`src/mlfs_pkg.sv`:
```
package mlfs_pkg;

  localparam int MAX_PROCS = 16;
  localparam int LEVELS    = 4;
  localparam int NPID      = 16;
  localparam int LVL_W     = 2;
  localparam int PID_W     = 4;
  localparam int RES_W     = 8;
  localparam int Q_W       = 8;
  localparam int ST_W      = 2;
  localparam int MV_W      = 5;
  localparam int FUNC_W    = 3;
  localparam int PTR_W     = $clog2(MAX_PROCS);
  localparam int CNT_W     = $clog2(MAX_PROCS + 1);
  localparam int BLK_W     = PID_W + RES_W;

  localparam logic [FUNC_W-1:0] FN_ENQ    = 3'd0;
  localparam logic [FUNC_W-1:0] FN_SEL    = 3'd1;
  localparam logic [FUNC_W-1:0] FN_BLK    = 3'd2;
  localparam logic [FUNC_W-1:0] FN_UNB    = 3'd3;
  localparam logic [FUNC_W-1:0] FN_REL    = 3'd4;
  localparam logic [FUNC_W-1:0] FN_SETLVL = 3'd5;

  localparam logic [ST_W-1:0] ST_OK     = 2'd0;
  localparam logic [ST_W-1:0] ST_NONE   = 2'd1;
  localparam logic [ST_W-1:0] ST_FULL   = 2'd2;
  localparam logic [ST_W-1:0] ST_BEMPTY = 2'd3;

  typedef enum logic [2:0] {
    S_IDLE,
    S_EXEC,
    S_SEL_WB,
    S_UNB_WB,
    S_REL_WB,
    S_DONE
  } state_e;

  typedef enum logic [2:0] {
    STEP_NONE,
    STEP_LATCH,
    STEP_EXEC,
    STEP_SEL_WB,
    STEP_UNB_WB,
    STEP_REL_WB,
    STEP_LOAD
  } step_e;

  typedef struct packed {
    step_e step;
  } cmd_t;

  typedef struct packed {
    logic [FUNC_W-1:0] func;
    logic              any_ready;
    logic              blk_empty;
    logic              rem_last;
    logic              out_free;
  } status_t;

  function automatic logic [PTR_W-1:0] ptr_inc(input logic [PTR_W-1:0] p);
    if (p == PTR_W'(MAX_PROCS - 1)) begin
      return '0;
    end
    return p + 1'b1;
  endfunction

endpackage

```
`src/multilevel_feedback_scheduler.sv`:
```
// Four-level feedback scheduler with per-process levels, four ready queues
// and one blocked queue of (pid, resource) pairs.
// Request channel: in_valid_i/in_ready_o carrying func_i, pid_i, level_i and
// resource_i. Every request yields exactly one result on the response
// channel out_valid_o/out_ready_i (out_pid_o, quantum_o, status_o,
// moved_count_o).
// Quantum registers are written through cfg_valid_i/cfg_index_i/cfg_data_i;
// cfg_ready_o is always high and a write takes effect at once.
// After acceptance each request takes an execute step; select and unblock, when they
// find an entry, then take a write-back step, and release walks every blocked entry,
// one per cycle through the single read port of the blocked queue memory, before
// the result is loaded into the output register.
// A new request can be accepted from the cycle after the previous result is loaded
// into the output register, so the result may still wait there while the
// next request is being worked on.
// If the receiver stalls, the result holds in the output register and the
// next finished result waits in the datapath until that register frees.
// Reset (rst_ni low, asynchronous) empties all queues, sets every process to
// level 0 and restores the default quanta 1, 2, 4 and 8.
module multilevel_feedback_scheduler (
  input  logic                        clk_i,
  input  logic                        rst_ni,
  input  logic                        in_valid_i,
  output logic                        in_ready_o,
  input  logic [mlfs_pkg::FUNC_W-1:0] func_i,
  input  logic [mlfs_pkg::PID_W-1:0]  pid_i,
  input  logic [mlfs_pkg::LVL_W-1:0]  level_i,
  input  logic [mlfs_pkg::RES_W-1:0]  resource_i,
  output logic                        out_valid_o,
  input  logic                        out_ready_i,
  output logic [mlfs_pkg::PID_W-1:0]  out_pid_o,
  output logic [mlfs_pkg::Q_W-1:0]    quantum_o,
  output logic [mlfs_pkg::ST_W-1:0]   status_o,
  output logic [mlfs_pkg::MV_W-1:0]   moved_count_o,
  input  logic                        cfg_valid_i,
  output logic                        cfg_ready_o,
  input  logic [1:0]                  cfg_index_i,
  input  logic [mlfs_pkg::Q_W-1:0]    cfg_data_i
);

  // The controller only sequences; all queue state lives in the datapath.
  mlfs_pkg::cmd_t    cmd;
  mlfs_pkg::status_t sts;

  assign cfg_ready_o = 1'b1;

  mlfs_ctrl u_ctrl (
    .clk_i     (clk_i),
    .rst_ni    (rst_ni),
    .in_valid_i(in_valid_i),
    .in_ready_o(in_ready_o),
    .sts_i     (sts),
    .cmd_o     (cmd)
  );

  mlfs_dp u_dp (
    .clk_i        (clk_i),
    .rst_ni       (rst_ni),
    .cmd_i        (cmd),
    .sts_o        (sts),
    .cfg_valid_i  (cfg_valid_i),
    .cfg_index_i  (cfg_index_i),
    .cfg_data_i   (cfg_data_i),
    .func_i       (func_i),
    .pid_i        (pid_i),
    .level_i      (level_i),
    .resource_i   (resource_i),
    .out_valid_o  (out_valid_o),
    .out_ready_i  (out_ready_i),
    .out_pid_o    (out_pid_o),
    .quantum_o    (quantum_o),
    .status_o     (status_o),
    .moved_count_o(moved_count_o)
  );

endmodule

```
`src/mlfs_ram.sv`:
```
module mlfs_ram #(
  parameter int WIDTH = 8,
  parameter int DEPTH = 16
) (
  input  logic                     clk_i,
  input  logic                     we_i,
  input  logic [$clog2(DEPTH)-1:0] waddr_i,
  input  logic [WIDTH-1:0]         wdata_i,
  input  logic [$clog2(DEPTH)-1:0] raddr_i,
  output logic [WIDTH-1:0]         rdata_o
);

  logic [WIDTH-1:0] mem_q [DEPTH];
  logic [WIDTH-1:0] rdata_q;

  always_ff @(posedge clk_i) begin
    if (we_i) begin
      mem_q[waddr_i] <= wdata_i;
    end
    rdata_q <= mem_q[raddr_i];
  end

  assign rdata_o = rdata_q;

endmodule

```
`src/mlfs_ctrl.sv`:
```
module mlfs_ctrl (
  input  logic             clk_i,
  input  logic             rst_ni,
  input  logic             in_valid_i,
  output logic             in_ready_o,
  input  mlfs_pkg::status_t sts_i,
  output mlfs_pkg::cmd_t    cmd_o
);

  mlfs_pkg::state_e state_q, state_d;

  always_ff @(posedge clk_i or negedge rst_ni) begin
    if (!rst_ni) begin
      state_q <= mlfs_pkg::S_IDLE;
    end else begin
      state_q <= state_d;
    end
  end

  always_comb begin
    state_d     = state_q;
    cmd_o.step  = mlfs_pkg::STEP_NONE;
    in_ready_o  = 1'b0;
    unique case (state_q)
      mlfs_pkg::S_IDLE: begin
        in_ready_o = 1'b1;
        if (in_valid_i) begin
          cmd_o.step = mlfs_pkg::STEP_LATCH;
          state_d    = mlfs_pkg::S_EXEC;
        end
      end
      mlfs_pkg::S_EXEC: begin
        cmd_o.step = mlfs_pkg::STEP_EXEC;
        state_d    = mlfs_pkg::S_DONE;
        if (sts_i.func == mlfs_pkg::FN_SEL && sts_i.any_ready) begin
          state_d = mlfs_pkg::S_SEL_WB;
        end else if (sts_i.func == mlfs_pkg::FN_UNB && !sts_i.blk_empty) begin
          state_d = mlfs_pkg::S_UNB_WB;
        end else if (sts_i.func == mlfs_pkg::FN_REL && !sts_i.blk_empty) begin
          state_d = mlfs_pkg::S_REL_WB;
        end
      end
      mlfs_pkg::S_SEL_WB: begin
        cmd_o.step = mlfs_pkg::STEP_SEL_WB;
        state_d    = mlfs_pkg::S_DONE;
      end
      mlfs_pkg::S_UNB_WB: begin
        cmd_o.step = mlfs_pkg::STEP_UNB_WB;
        state_d    = mlfs_pkg::S_DONE;
      end
      mlfs_pkg::S_REL_WB: begin
        cmd_o.step = mlfs_pkg::STEP_REL_WB;
        if (sts_i.rem_last) begin
          state_d = mlfs_pkg::S_DONE;
        end
      end
      mlfs_pkg::S_DONE: begin
        if (sts_i.out_free) begin
          cmd_o.step = mlfs_pkg::STEP_LOAD;
          state_d    = mlfs_pkg::S_IDLE;
        end
      end
      default: begin
        state_d = mlfs_pkg::S_IDLE;
      end
    endcase
  end

endmodule

```
`src/mlfs_dp.sv`:
```
module mlfs_dp (
  input  logic                          clk_i,
  input  logic                          rst_ni,
  input  mlfs_pkg::cmd_t                cmd_i,
  output mlfs_pkg::status_t             sts_o,
  input  logic                          cfg_valid_i,
  input  logic [1:0]                    cfg_index_i,
  input  logic [mlfs_pkg::Q_W-1:0]      cfg_data_i,
  input  logic [mlfs_pkg::FUNC_W-1:0]   func_i,
  input  logic [mlfs_pkg::PID_W-1:0]    pid_i,
  input  logic [mlfs_pkg::LVL_W-1:0]    level_i,
  input  logic [mlfs_pkg::RES_W-1:0]    resource_i,
  output logic                          out_valid_o,
  input  logic                          out_ready_i,
  output logic [mlfs_pkg::PID_W-1:0]    out_pid_o,
  output logic [mlfs_pkg::Q_W-1:0]      quantum_o,
  output logic [mlfs_pkg::ST_W-1:0]     status_o,
  output logic [mlfs_pkg::MV_W-1:0]     moved_count_o
);

  localparam int RA_W = mlfs_pkg::LVL_W + mlfs_pkg::PTR_W;

  logic [mlfs_pkg::FUNC_W-1:0] func_q;
  logic [mlfs_pkg::PID_W-1:0]  pid_q;
  logic [mlfs_pkg::LVL_W-1:0]  lvl_q;
  logic [mlfs_pkg::RES_W-1:0]  res_q;

  logic [mlfs_pkg::Q_W-1:0]    quant_q [mlfs_pkg::LEVELS];
  logic [mlfs_pkg::LVL_W-1:0]  plevel_q [mlfs_pkg::NPID];
  logic [mlfs_pkg::PTR_W-1:0]  rhead_q [mlfs_pkg::LEVELS];
  logic [mlfs_pkg::PTR_W-1:0]  rtail_q [mlfs_pkg::LEVELS];
  logic [mlfs_pkg::CNT_W-1:0]  rcnt_q [mlfs_pkg::LEVELS];
  logic [mlfs_pkg::PTR_W-1:0]  bhead_q, btail_q;
  logic [mlfs_pkg::CNT_W-1:0]  bcnt_q, rem_q;
  logic [mlfs_pkg::LVL_W-1:0]  sel_lv_q;

  logic [mlfs_pkg::PID_W-1:0]  o_pid_q;
  logic [mlfs_pkg::Q_W-1:0]    o_q_q;
  logic [mlfs_pkg::ST_W-1:0]   o_st_q;
  logic [mlfs_pkg::MV_W-1:0]   o_mv_q;

  logic                        out_valid_q;
  logic [mlfs_pkg::PID_W-1:0]  out_pid_q;
  logic [mlfs_pkg::Q_W-1:0]    out_q_q;
  logic [mlfs_pkg::ST_W-1:0]   out_st_q;
  logic [mlfs_pkg::MV_W-1:0]   out_mv_q;

  logic [mlfs_pkg::PID_W-1:0]  rrdata;
  logic [mlfs_pkg::BLK_W-1:0]  brdata;
  logic [mlfs_pkg::PID_W-1:0]  blk_pid;
  logic [mlfs_pkg::RES_W-1:0]  blk_res;
  logic [mlfs_pkg::PID_W-1:0]  ep;
  logic [mlfs_pkg::LVL_W-1:0]  plv;
  logic                        push_ok;
  logic                        any_ready;
  logic [mlfs_pkg::LVL_W-1:0]  fl;
  logic                        do_push;
  logic                        rel_match;
  logic [RA_W-1:0]             r_raddr, r_waddr;
  logic                        b_we;
  logic [mlfs_pkg::PTR_W-1:0]  b_waddr, b_raddr;
  logic [mlfs_pkg::BLK_W-1:0]  b_wdata;

  assign blk_pid = brdata[mlfs_pkg::BLK_W-1:mlfs_pkg::RES_W];
  assign blk_res = brdata[mlfs_pkg::RES_W-1:0];

  // The process whose level is looked up: the input pid, the pid just popped
  // from a ready queue, or the pid at the blocked queue head.
  always_comb begin
    case (cmd_i.step)
      mlfs_pkg::STEP_EXEC:   ep = pid_q;
      mlfs_pkg::STEP_SEL_WB: ep = rrdata;
      default:               ep = blk_pid;
    endcase
  end

  assign plv       = plevel_q[ep];
  assign push_ok   = rcnt_q[plv] != mlfs_pkg::CNT_W'(mlfs_pkg::MAX_PROCS);
  assign rel_match = blk_res == res_q;

  always_comb begin
    any_ready = 1'b1;
    if (rcnt_q[0] != '0) begin
      fl = 2'd0;
    end else if (rcnt_q[1] != '0) begin
      fl = 2'd1;
    end else if (rcnt_q[2] != '0) begin
      fl = 2'd2;
    end else begin
      fl        = 2'd3;
      any_ready = rcnt_q[3] != '0;
    end
  end

  always_comb begin
    do_push = 1'b0;
    case (cmd_i.step)
      mlfs_pkg::STEP_EXEC:   do_push = func_q == mlfs_pkg::FN_ENQ && push_ok;
      mlfs_pkg::STEP_UNB_WB: do_push = push_ok;
      mlfs_pkg::STEP_REL_WB: do_push = rel_match && push_ok;
      default:               do_push = 1'b0;
    endcase
  end

  assign r_raddr = {fl, rhead_q[fl]};
  assign r_waddr = {plv, rtail_q[plv]};

  assign b_we    = (cmd_i.step == mlfs_pkg::STEP_EXEC && func_q == mlfs_pkg::FN_BLK &&
                    bcnt_q != mlfs_pkg::CNT_W'(mlfs_pkg::MAX_PROCS)) ||
                   (cmd_i.step == mlfs_pkg::STEP_REL_WB && !do_push);
  assign b_waddr = btail_q;
  assign b_wdata = (cmd_i.step == mlfs_pkg::STEP_REL_WB) ? brdata : {pid_q, res_q};
  // During a release walk the next head is read while the current one is handled.
  assign b_raddr = (cmd_i.step == mlfs_pkg::STEP_REL_WB) ? mlfs_pkg::ptr_inc(bhead_q)
                                                         : bhead_q;

  mlfs_ram #(
    .WIDTH(mlfs_pkg::PID_W),
    .DEPTH(mlfs_pkg::LEVELS * mlfs_pkg::MAX_PROCS)
  ) u_ready_ram (
    .clk_i  (clk_i),
    .we_i   (do_push),
    .waddr_i(r_waddr),
    .wdata_i(ep),
    .raddr_i(r_raddr),
    .rdata_o(rrdata)
  );

  mlfs_ram #(
    .WIDTH(mlfs_pkg::BLK_W),
    .DEPTH(mlfs_pkg::MAX_PROCS)
  ) u_blk_ram (
    .clk_i  (clk_i),
    .we_i   (b_we),
    .waddr_i(b_waddr),
    .wdata_i(b_wdata),
    .raddr_i(b_raddr),
    .rdata_o(brdata)
  );

  always_ff @(posedge clk_i) begin
    if (cmd_i.step == mlfs_pkg::STEP_LATCH) begin
      func_q <= func_i;
      pid_q  <= pid_i;
      lvl_q  <= level_i;
      res_q  <= resource_i;
      o_pid_q <= '0;
      o_q_q   <= '0;
      o_st_q  <= mlfs_pkg::ST_OK;
      o_mv_q  <= '0;
    end
    if (cmd_i.step == mlfs_pkg::STEP_EXEC) begin
      sel_lv_q <= fl;
      rem_q    <= bcnt_q;
      case (func_q)
        mlfs_pkg::FN_ENQ: if (!push_ok) o_st_q <= mlfs_pkg::ST_FULL;
        mlfs_pkg::FN_SEL: if (!any_ready) o_st_q <= mlfs_pkg::ST_NONE;
        mlfs_pkg::FN_BLK: begin
          if (bcnt_q == mlfs_pkg::CNT_W'(mlfs_pkg::MAX_PROCS)) o_st_q <= mlfs_pkg::ST_FULL;
        end
        mlfs_pkg::FN_UNB, mlfs_pkg::FN_REL: begin
          if (bcnt_q == '0) o_st_q <= mlfs_pkg::ST_BEMPTY;
        end
        default: ;
      endcase
    end
    if (cmd_i.step == mlfs_pkg::STEP_SEL_WB) begin
      o_pid_q <= rrdata;
      o_q_q   <= quant_q[sel_lv_q];
    end
    if (cmd_i.step == mlfs_pkg::STEP_UNB_WB) begin
      if (push_ok) begin
        o_pid_q <= blk_pid;
      end else begin
        o_st_q <= mlfs_pkg::ST_FULL;
      end
    end
    if (cmd_i.step == mlfs_pkg::STEP_REL_WB) begin
      rem_q <= rem_q - 1'b1;
      if (do_push) begin
        o_mv_q <= o_mv_q + mlfs_pkg::MV_W'(1);
      end else if (rel_match) begin
        o_st_q <= mlfs_pkg::ST_FULL;
      end
    end
    if (cmd_i.step == mlfs_pkg::STEP_LOAD) begin
      out_pid_q <= o_pid_q;
      out_q_q   <= o_q_q;
      out_st_q  <= o_st_q;
      out_mv_q  <= o_mv_q;
    end
  end

  always_ff @(posedge clk_i or negedge rst_ni) begin
    if (!rst_ni) begin
      quant_q[0]  <= 8'd1;
      quant_q[1]  <= 8'd2;
      quant_q[2]  <= 8'd4;
      quant_q[3]  <= 8'd8;
      for (int i = 0; i < mlfs_pkg::NPID; i++) begin
        plevel_q[i] <= '0;
      end
      for (int i = 0; i < mlfs_pkg::LEVELS; i++) begin
        rhead_q[i] <= '0;
        rtail_q[i] <= '0;
        rcnt_q[i]  <= '0;
      end
      bhead_q     <= '0;
      btail_q     <= '0;
      bcnt_q      <= '0;
      out_valid_q <= 1'b0;
    end else begin
      if (cfg_valid_i) begin
        quant_q[cfg_index_i] <= cfg_data_i;
      end
      if (do_push) begin
        rtail_q[plv] <= mlfs_pkg::ptr_inc(rtail_q[plv]);
        rcnt_q[plv]  <= rcnt_q[plv] + 1'b1;
      end
      if (cmd_i.step == mlfs_pkg::STEP_EXEC && func_q == mlfs_pkg::FN_SEL && any_ready) begin
        rhead_q[fl] <= mlfs_pkg::ptr_inc(rhead_q[fl]);
        rcnt_q[fl]  <= rcnt_q[fl] - 1'b1;
      end
      if (cmd_i.step == mlfs_pkg::STEP_EXEC && func_q == mlfs_pkg::FN_SETLVL) begin
        plevel_q[pid_q] <= lvl_q;
      end
      if (cmd_i.step == mlfs_pkg::STEP_SEL_WB && plv != 2'd3) begin
        plevel_q[rrdata] <= plv + 1'b1;
      end
      if (b_we) begin
        btail_q <= mlfs_pkg::ptr_inc(btail_q);
      end
      if (cmd_i.step == mlfs_pkg::STEP_EXEC && b_we) begin
        bcnt_q <= bcnt_q + 1'b1;
      end
      if ((cmd_i.step == mlfs_pkg::STEP_UNB_WB && push_ok) ||
          cmd_i.step == mlfs_pkg::STEP_REL_WB) begin
        bhead_q <= mlfs_pkg::ptr_inc(bhead_q);
      end
      if (do_push && (cmd_i.step == mlfs_pkg::STEP_UNB_WB ||
                      cmd_i.step == mlfs_pkg::STEP_REL_WB)) begin
        bcnt_q <= bcnt_q - 1'b1;
      end
      if (cmd_i.step == mlfs_pkg::STEP_LOAD) begin
        out_valid_q <= 1'b1;
      end else if (out_ready_i) begin
        out_valid_q <= 1'b0;
      end
    end
  end

  assign sts_o.func      = func_q;
  assign sts_o.any_ready = any_ready;
  assign sts_o.blk_empty = bcnt_q == '0;
  assign sts_o.rem_last  = rem_q == mlfs_pkg::CNT_W'(1);
  assign sts_o.out_free  = !out_valid_q || out_ready_i;

  assign out_valid_o   = out_valid_q;
  assign out_pid_o     = out_pid_q;
  assign quantum_o     = out_q_q;
  assign status_o      = out_st_q;
  assign moved_count_o = out_mv_q;

  a_bcnt_bound: assert property (@(posedge clk_i) disable iff (!rst_ni)
    bcnt_q <= mlfs_pkg::CNT_W'(mlfs_pkg::MAX_PROCS))
    else $error("blocked queue count overflow");

  a_load_valid: assert property (@(posedge clk_i) disable iff (!rst_ni)
    cmd_i.step == mlfs_pkg::STEP_LOAD |=> out_valid_q)
    else $error("result not presented after load");

  a_load_free: assert property (@(posedge clk_i) disable iff (!rst_ni)
    cmd_i.step == mlfs_pkg::STEP_LOAD |-> (!out_valid_q || out_ready_i))
    else $error("result register overwritten while held");

  a_walk_count: assert property (@(posedge clk_i) disable iff (!rst_ni)
    cmd_i.step == mlfs_pkg::STEP_REL_WB |-> rem_q != '0)
    else $error("release walk ran past the queue length");

endmodule
```
`config.mk`:
```
export PLATFORM = sky130hd
export DESIGN_NAME = multilevel_feedback_scheduler
export DESIGN_NICKNAME = d
export VERILOG_FILES = /design/src/mlfs_pkg.sv /design/src/multilevel_feedback_scheduler.sv /design/src/mlfs_ram.sv /design/src/mlfs_ctrl.sv /design/src/mlfs_dp.sv
export SDC_FILE = /design/constraint.sdc
export NUM_CORES = 1
export LEC_CHECK = 0
export CAP_MARGIN = 20
export CORE_ASPECT_RATIO = 2
export CORE_MARGIN = 3
export CORE_UTILIZATION = 35
export DETAILED_ROUTE_END_ITERATION = 10
export DONT_BUFFER_PORTS = 1
export PLACE_DENSITY = 0.54
export SYNTH_ARGS = -nofsm -noshare
export SYNTH_HDL_FRONTEND = slang
export SYNTH_SLANG_ARGS = --single-unit
```
`constraint.sdc`:
```
create_clock -name clk_i -period 6.45 [get_ports clk_i]
set_clock_uncertainty 0.15 [all_clocks]
set_input_delay 0.3225 -clock clk_i [delete_from_list [all_inputs] [get_ports clk_i]]
set_output_delay 0.3225 -clock clk_i [all_outputs]
set_load 0.05 [all_outputs]
```
After elaboration in Yosys (flattened, before gate mapping)
Memories as Yosys holds them, arrays and structs flattened. A register that Yosys moved wholly into a read port is not among the register bits. Cells that the tools add are included.

Bits in latches: 0. Register bits after elaboration: 195. Memories: 2. Bits of input ports: 32. Word-level logic and storage cells: 267. Bits in writable memories: 448. ROM bits: 0.

Add/subtract/negate cells: 11. Multiplexer cells: 114. Div/mod/pow operators: 0. Reductions and logical operators: 41. $mul: 0. Eq/ne operators: 29. Bitwise gates (word level): 7. Shift operators: 0. $lt $le $gt $ge: 12.

Memories: u_dp.u_ready_ram.mem_q (words 64, width 4, read ports 1, clocked after Yosys merged registers in 1, write ports 1, RTL line mlfs_ram.sv:13) `logic [WIDTH-1:0] mem_q [DEPTH];`; u_dp.u_blk_ram.mem_q (words 16, width 12, read ports 1, clocked after Yosys merged registers in 1, write ports 1, RTL line mlfs_ram.sv:13).

Operators with widths (number): 32-bit bitwise mux (3); 4-bit 2-to-1 mux (22); 5-bit 2-to-1 mux (13); 32-bit 2-to-1 mux (2); 20-bit bitwise mux (2); 20-bit 2-to-1 mux (2); 8-bit 2-to-1 mux (5); 2-bit 2-to-1 mux (17); 16-bit bitwise mux (2); 3-bit == test, second input constant (7); 1-bit 2-to-1 mux (21); 5-bit binary-select mux with 2-bit select (2); 5-bit demux with 2-bit select (2); 1-bit logical AND (20); 5-bit nonzero test (4); 3-bit by 2-bit == test with 1-bit output, second input constant (6); 3-bit 2-to-1 mux (6); 3-bit one-hot mux with 6 select lines (1); 4-bit by 1-bit adder with 4-bit output, second input constant (4); 4-bit binary-select mux with 2-bit select (2); 8-bit binary-select mux with 2-bit select (1); 2-bit demux with 4-bit select (2); 4-bit demux with 2-bit select (2); 8-bit demux with 2-bit select (1); 29 further kinds (65).

Longest topological paths before layout
Depth after elaboration: 23. Gate-level depth with buffers: 26.

By module
From an unflattened synthesis, not the netlist that was laid out.

Cell total of the unflattened synthesis: 1929. Area total of the unflattened synthesis: 29009.1 µm².

By module, submodules not included: mlfs_dp (area an instance 10720.3 µm², cells an instance 1046, instances 1, seq. area each 5009.8 µm²); mlfs_ram at u_dp.u_ready_ram (area an instance 10407.5 µm², cells an instance 521, instances 1, seq. area each 7767.4 µm²); mlfs_ram at u_dp.u_blk_ram (area an instance 7599.8 µm², cells an instance 329, instances 1, seq. area each 6005.8 µm²); mlfs_ctrl (area an instance 270.3 µm², cells an instance 31, instances 1, seq. area each 75.1 µm²); multilevel_feedback_scheduler (area an instance 11.3 µm², cells an instance 2, instances 1, seq. area each 0.0 µm²).

Least setup slack after synthesis
Ideal clock, no wire load.

Path kind: register -> register. Start point: reg u_ctrl.state_q[0]. End point: mem u_dp.u_blk_ram.mem_q[3][0] in the netlist's numbering (enable). Clock period less this slack: 6076 ps. Setup slack: 374 ps. Cell stages (with the launch flop): 22. Arrival time: 5509 ps. Data required time: 5883 ps. Cells stage by stage: dfrtp_1 -> buf_4 -> xnor2_2 -> o21ai_1 -> and2_1 -> buf_6 -> inv_1 -> nand2_1 -> o22a_1 -> o21a_4 -> inv_4 -> buf_6 -> mux2i_1 -> a22oi_1 -> inv_1 -> ha_1 -> o21ai_1 -> o31ai_4 -> buf_6 -> o21ai_2 -> buf_6 -> nor4b_1.

Longest elaborated chain between the ends: 20.

Ends and longest elaborated chain: from (decl) (RTL line mlfs_ctrl.sv:10) `mlfs_pkg::state_e state_q, state_d;`; from (signal assigned) (RTL line mlfs_ctrl.sv:14) `state_q <= mlfs_pkg::S_IDLE;`; from (signal assigned) (RTL line mlfs_ctrl.sv:16) `state_q <= state_d;`; 3-bit == test (tied with other cells) (RTL line mlfs_ctrl.sv:24) `unique case (state_q)`; 3-bit one-hot mux with 6 select lines * (RTL line mlfs_ctrl.sv:24); 3-bit by 2-bit == test with 1-bit output (RTL line mlfs_dp.sv:70) `case (cmd_i.step)`; 4-bit one-hot mux with 2 select lines * (RTL line mlfs_dp.sv:70); via u_dp.ep, one bit (RTL line mlfs_dp.sv:52) `logic [mlfs_pkg::PID_W-1:0] ep;`; 4-bit inverter with 5-bit output (implied by the code) * (RTL line mlfs_dp.sv:77) `assign plv = plevel_q[ep];`; 2-bit binary-select mux with 4-bit select * (RTL line mlfs_dp.sv:77); 2-bit 2-to-1 mux (implied by the code) * (2 in a row) (RTL line mlfs_dp.sv:77); [4 not listed]; 5-bit inequality test * (RTL line mlfs_dp.sv:78) `assign push_ok = rcnt_q[plv] != mlfs_pkg::CNT_W'(mlfs_pkg::MAX_PROCS);`; 1-bit logical AND (on tied branches) (RTL line mlfs_dp.sv:100, mlfs_dp.sv:98); 1-bit one-hot mux with 3 select lines * (RTL line mlfs_dp.sv:97) `case (cmd_i.step)`; 1-bit logical NOT * (RTL line mlfs_dp.sv:110) `(cmd_i.step == mlfs_pkg::STEP_REL_WB && !do_push);`; 1-bit logical AND * (RTL line mlfs_dp.sv:110); 1-bit logical OR * (RTL line mlfs_dp.sv:109) `bcnt_q != mlfs_pkg::CNT_W'(mlfs_pkg::MAX_PROCS)) ||`; 1-bit 2-to-1 mux * (RTL line mlfs_ram.sv:17) `if (we_i) begin`; 1-bit 2-to-1 mux (implied by the code) * (RTL line mlfs_ram.sv:18) `mem_q[waddr_i] <= wdata_i;`; to (decl) (RTL line mlfs_ram.sv:13).

The timed path passes the listed nets; every way through them passes the cells marked *. The select of a mux whose other input is x is not followed.

Worst setup path after layout
Start point: reg u_ctrl.state_q[2]. End point: mem u_dp.u_blk_ram.mem_q[0][3] in the netlist's numbering (enable).

Same word-level chain as after synthesis.

==> flow_summary.ini <==
[outcome]
run_status = finished clean

[sta]
final_max_slew_viol_count = 0
timing.setup.tns_ps = 0
rsz0062_at_grt = false
max_freq_mhz = 171
setup_viol = 0
period_share_pct = 90.6
slew_headroom_pct = 33.4
timing.final.hold_violations = 0
timing_worst_slew_pin_value_ps = 998
timing.final.crit_period_ps = 5850
finalWorstSetupSlack_ps = 604

[synthesis]
synth_top_cell_by_area = sky130_fd_sc_hd__edfxtp_1
net_count_synth = 2136
count_of_different_cell_masters_after_synthesis = 97
synthSimpleGateAreaFrac_pct = 10.2
synthFlopType = sky130_fd_sc_hd__edfxtp_1
yosys.cell_count.top_type = sky130_fd_sc_hd__edfxtp_1
synth.yosys.seq_area_share_pct = 66.1
postSynthCellCount = 2083
yosys_warnings = 0
portion_of_synthesized_cell_area_occupied_by_the_leading_cell_type_pct = 52.5
main_combinational_cell_family_by_area_after_synthesis = simple AND/OR/NAND/NOR gates
synthesized_area_fraction_occupied_by_ao_oa_aoi_and_oai_cells_pct = 10.0
post_synth.cell_area_avg_um2 = 13.7
synth_enable_flop_cells = 499
synth_area_mm2 = 0.0285
async_flop_share_pct = 20.2
synth_seq_cells = 659
synth_fa_ha_area_share_pct = 0.947
yosys.area_share.xor_xnor_pct = 0.916
muxShareOfSynthArea_pct = 9.67
synth.cells.most_frequent = sky130_fd_sc_hd__edfxtp_1, sky130_fd_sc_hd__nand2_1, sky130_fd_sc_hd__dfrtp_1, sky130_fd_sc_hd__nor2_1, sky130_fd_sc_hd__a21oi_1
synth_area_leaders = sky130_fd_sc_hd__edfxtp_1, sky130_fd_sc_hd__dfrtp_1, sky130_fd_sc_hd__mux4_2

[worst_setup_path]
worst-path-max-fanout = 22
crit_start = u_ctrl.state_q[2]$_DFFE_PN0P_
worst_ep_required_time_ps = 6650
kind_of_critical_path = flip-flop to flip-flop
start_kind = flip-flop
timing.critical_path.to_type = flip-flop
critPathArrivalTime_ps = 6040
r2r-start = u_ctrl.state_q[2]$_DFFE_PN0P_

[floorplanning]
top_level_ports = 54
num_rows = 147
floorplan.core_area_mm2 = 0.0806
floorplan.die.height_um = 410
dieArea_mm2 = 0.0852
die_x_um = 208
initial_cell_density_of_the_core_pct = 35.4

[clocking]
postCtsSetupRepairBufs = 0
cts_buf_count = 57
cts_root_buffer = sky130_fd_sc_hd__clkbuf_16
clkSlewWorstSetupHoldPaths_ps = 70
clock_sinks = 659
cts_tree = yes
later_pin_clock_latency_in_the_skew_report_ps = 640
cts.path.max_buffers = 3
cts_max_level = 2

[global_routing]
grt_overflow = 0
antenna_found_initial = 6
first_pass_grt_wire_length_mm = 116
grt_max_degree = 134
gr-usage-all-layers_pct = 17.9
first_global_vias = 18440

[power_and_ir_drop]
power-per-cell-area_mw_per_mm2 = 527
p_total_mw = 17.0
leakagePower_nw = 11.2
ir_worst_vdd_v = 0.000383

[flow_run]
max_cap_viol_count = 0

[placement]
dp_slack_ps = 575
gp_routability_congestion = 0.912
io_buffer_count = 0
dp_cell_count = 3082
dp_hpwl_mm = 54.9

[route]
detail_route.wl_per_cell_um = 24.1
drt_pass1_iterations = 5
drt_first_iter_violations = 1150
total_via_count_in_the_routed_design = 17583
ant_nets = 0
avgViaCountPerCell = 5.45
drt_drc_violations_left = 0
postRouteWirelength_mm = 77.6

[final_layout]
post_layout_nonfiller_instances = 3227
post-route-util_pct = 40.0
flow.area_growth_from_synthesis_pct = 12.8
final_layout_size_suffix_gt1_share_pct = 15.5
final_nets = 2186

[worst_hold_path]
worst_min_delay_path_class = input port to asynchronous set/reset pin
critical path, stage by stage (launching register included):
cell and delay [ps]:
sky130_fd_sc_hd__dfrtp_1 880, sky130_fd_sc_hd__inv_2 240, sky130_fd_sc_hd__a32o_1 400, sky130_fd_sc_hd__nor2_4 190, sky130_fd_sc_hd__inv_2 70, sky130_fd_sc_hd__a2111oi_1 420
sky130_fd_sc_hd__nor4_2 90, sky130_fd_sc_hd__buf_4 170, sky130_fd_sc_hd__o21a_4 280, sky130_fd_sc_hd__inv_4 180, sky130_fd_sc_hd__mux2i_1 210, sky130_fd_sc_hd__a22oi_1 130
sky130_fd_sc_hd__inv_1 90, sky130_fd_sc_hd__ha_1 140, sky130_fd_sc_hd__o21ai_1 110, sky130_fd_sc_hd__o31ai_4 530, sky130_fd_sc_hd__buf_4 300, sky130_fd_sc_hd__o21ai_2 70
sky130_fd_sc_hd__buf_4 240, sky130_fd_sc_hd__nor4b_2 390, sky130_fd_sc_hd__buf_4 260
path summary, 6_finish.rpt:
kind	to	slack (ps)	cells past startpoint
worst max-delay path	u_dp.u_blk_ram.mem_q[0][3]$_DFFE_PP_	600	20
worst min-delay path	u_dp.plevel_q[10]$_DFF_PN0_	30	2
worst max register to register	u_dp.u_blk_ram.mem_q[0][3]$_DFFE_PP_	600	20
worst min register to register	u_dp.quantum_o[1]$_DFFE_PP_	270	0
max in group asynchronous	u_dp.quant_q[16]$_DFFE_PN0P_	5220	2
min in group clk_i	u_dp.quant_q[29]$_DFFE_PN0P_	110	3
placed cells by master (no fill, tap or decap), drive strengths merged, types with 55 or more instances in the layout:
cell | synthesis | routed
buf | 37 | 75
a31oi | 58 | 58
dfrtp | 129 | 129
a21oi | 95 | 95
edfxtp | 499 | 499
nor2 | 118 | 118
clkbuf | 80 | 82
mux2i | 75 | 75
mux4 | 56 | 56
a211oi | 55 | 55
and2 | 55 | 55
o21ai | 61 | 61
mux2 | 66 | 66
nand2 | 288 | 288
flip-flops by register name, indices dropped and copies added, names as in the netlist, 4 cells and up:
register                  count
u_dp.b_waddr                  4
u_dp.bcnt_q                   5
u_dp.bhead_q                  4
u_dp.moved_count_o            5
u_dp.o_mv_q                   5
u_dp.o_pid_q                  4
u_dp.o_q_q                    8
u_dp.out_pid_o                4
u_dp.pid_q                    4
u_dp.plevel_q                32
u_dp.quant_q                 32
u_dp.quantum_o                8
u_dp.rcnt_q                  20
u_dp.rem_q                    5
u_dp.res_q                    8
u_dp.rhead_q                 16
u_dp.rtail_q                 16
u_dp.u_blk_ram.mem_q        192
u_dp.u_blk_ram.rdata_o       12
u_dp.u_ready_ram.mem_q      256
u_dp.u_ready_ram.rdata_o      4
cell families after synthesis:
logic type	count (synthesis)
DFF	659
and+or+nand+nor	616
AOI/OAI and AO/OA	413
muxes	197
buffers and inverters	147
xor gates and xnor gates	29
adders and majority gates	21
other	1
repair_timing:
action / in CTS / in global routing
gates resized for setup: 0 / 0
endpoints found under the hold margin: 187 / 0
hold buffers: 32 / 0
where the power goes:
| group | switching (mW) | internal [mW] | total [mW] |
|---|---|---|---|
| combinational | 4.82 | 2.39 | 7.21 |
| sequential | 0.760 | 5.78 | 6.54 |
| clock | 1.53 | 1.68 | 3.21 |
| total | 7.11 | 9.85 | 17.0 |
final cells by class:
cell class / count / area, um^2
Antenna cell: 3 / 7.51
Clock buffer: 80 / 1540
Clock inverter: 27 / 179
Fill cell: 7509 / 48400
Inverter: 30 / 118
Multi-Input combinational cell: 1277 / 9270
Sequential cell: 659 / 18900
Tap cell: 1043 / 1310
Timing Repair Buffer: 108 / 913
metal layers:
| metal | track usage, % | up-vias | share of wire (%) |
|---|---|---|---|
| li1 | - | 8041 | - |
| met1 | 17.7 | 8889 | 34 |
| met2 | 35.7 | 476 | 57 |
| met3 | 2.71 | 173 | 3.9 |
| met4 | 8.59 | 4 | 5.1 |
| met5 | 0 | - | 0.033 |
through the flow:
stage,hold slack [ps],cell area (um^2)
floorplan,-123,28500
global placement,-118,30100
detailed placement,-119,30100
CTS,64.1,32200
global route,84.9,32200
finish,34.6,32200
Note: power is estimated with default switching activity, not from simulation.
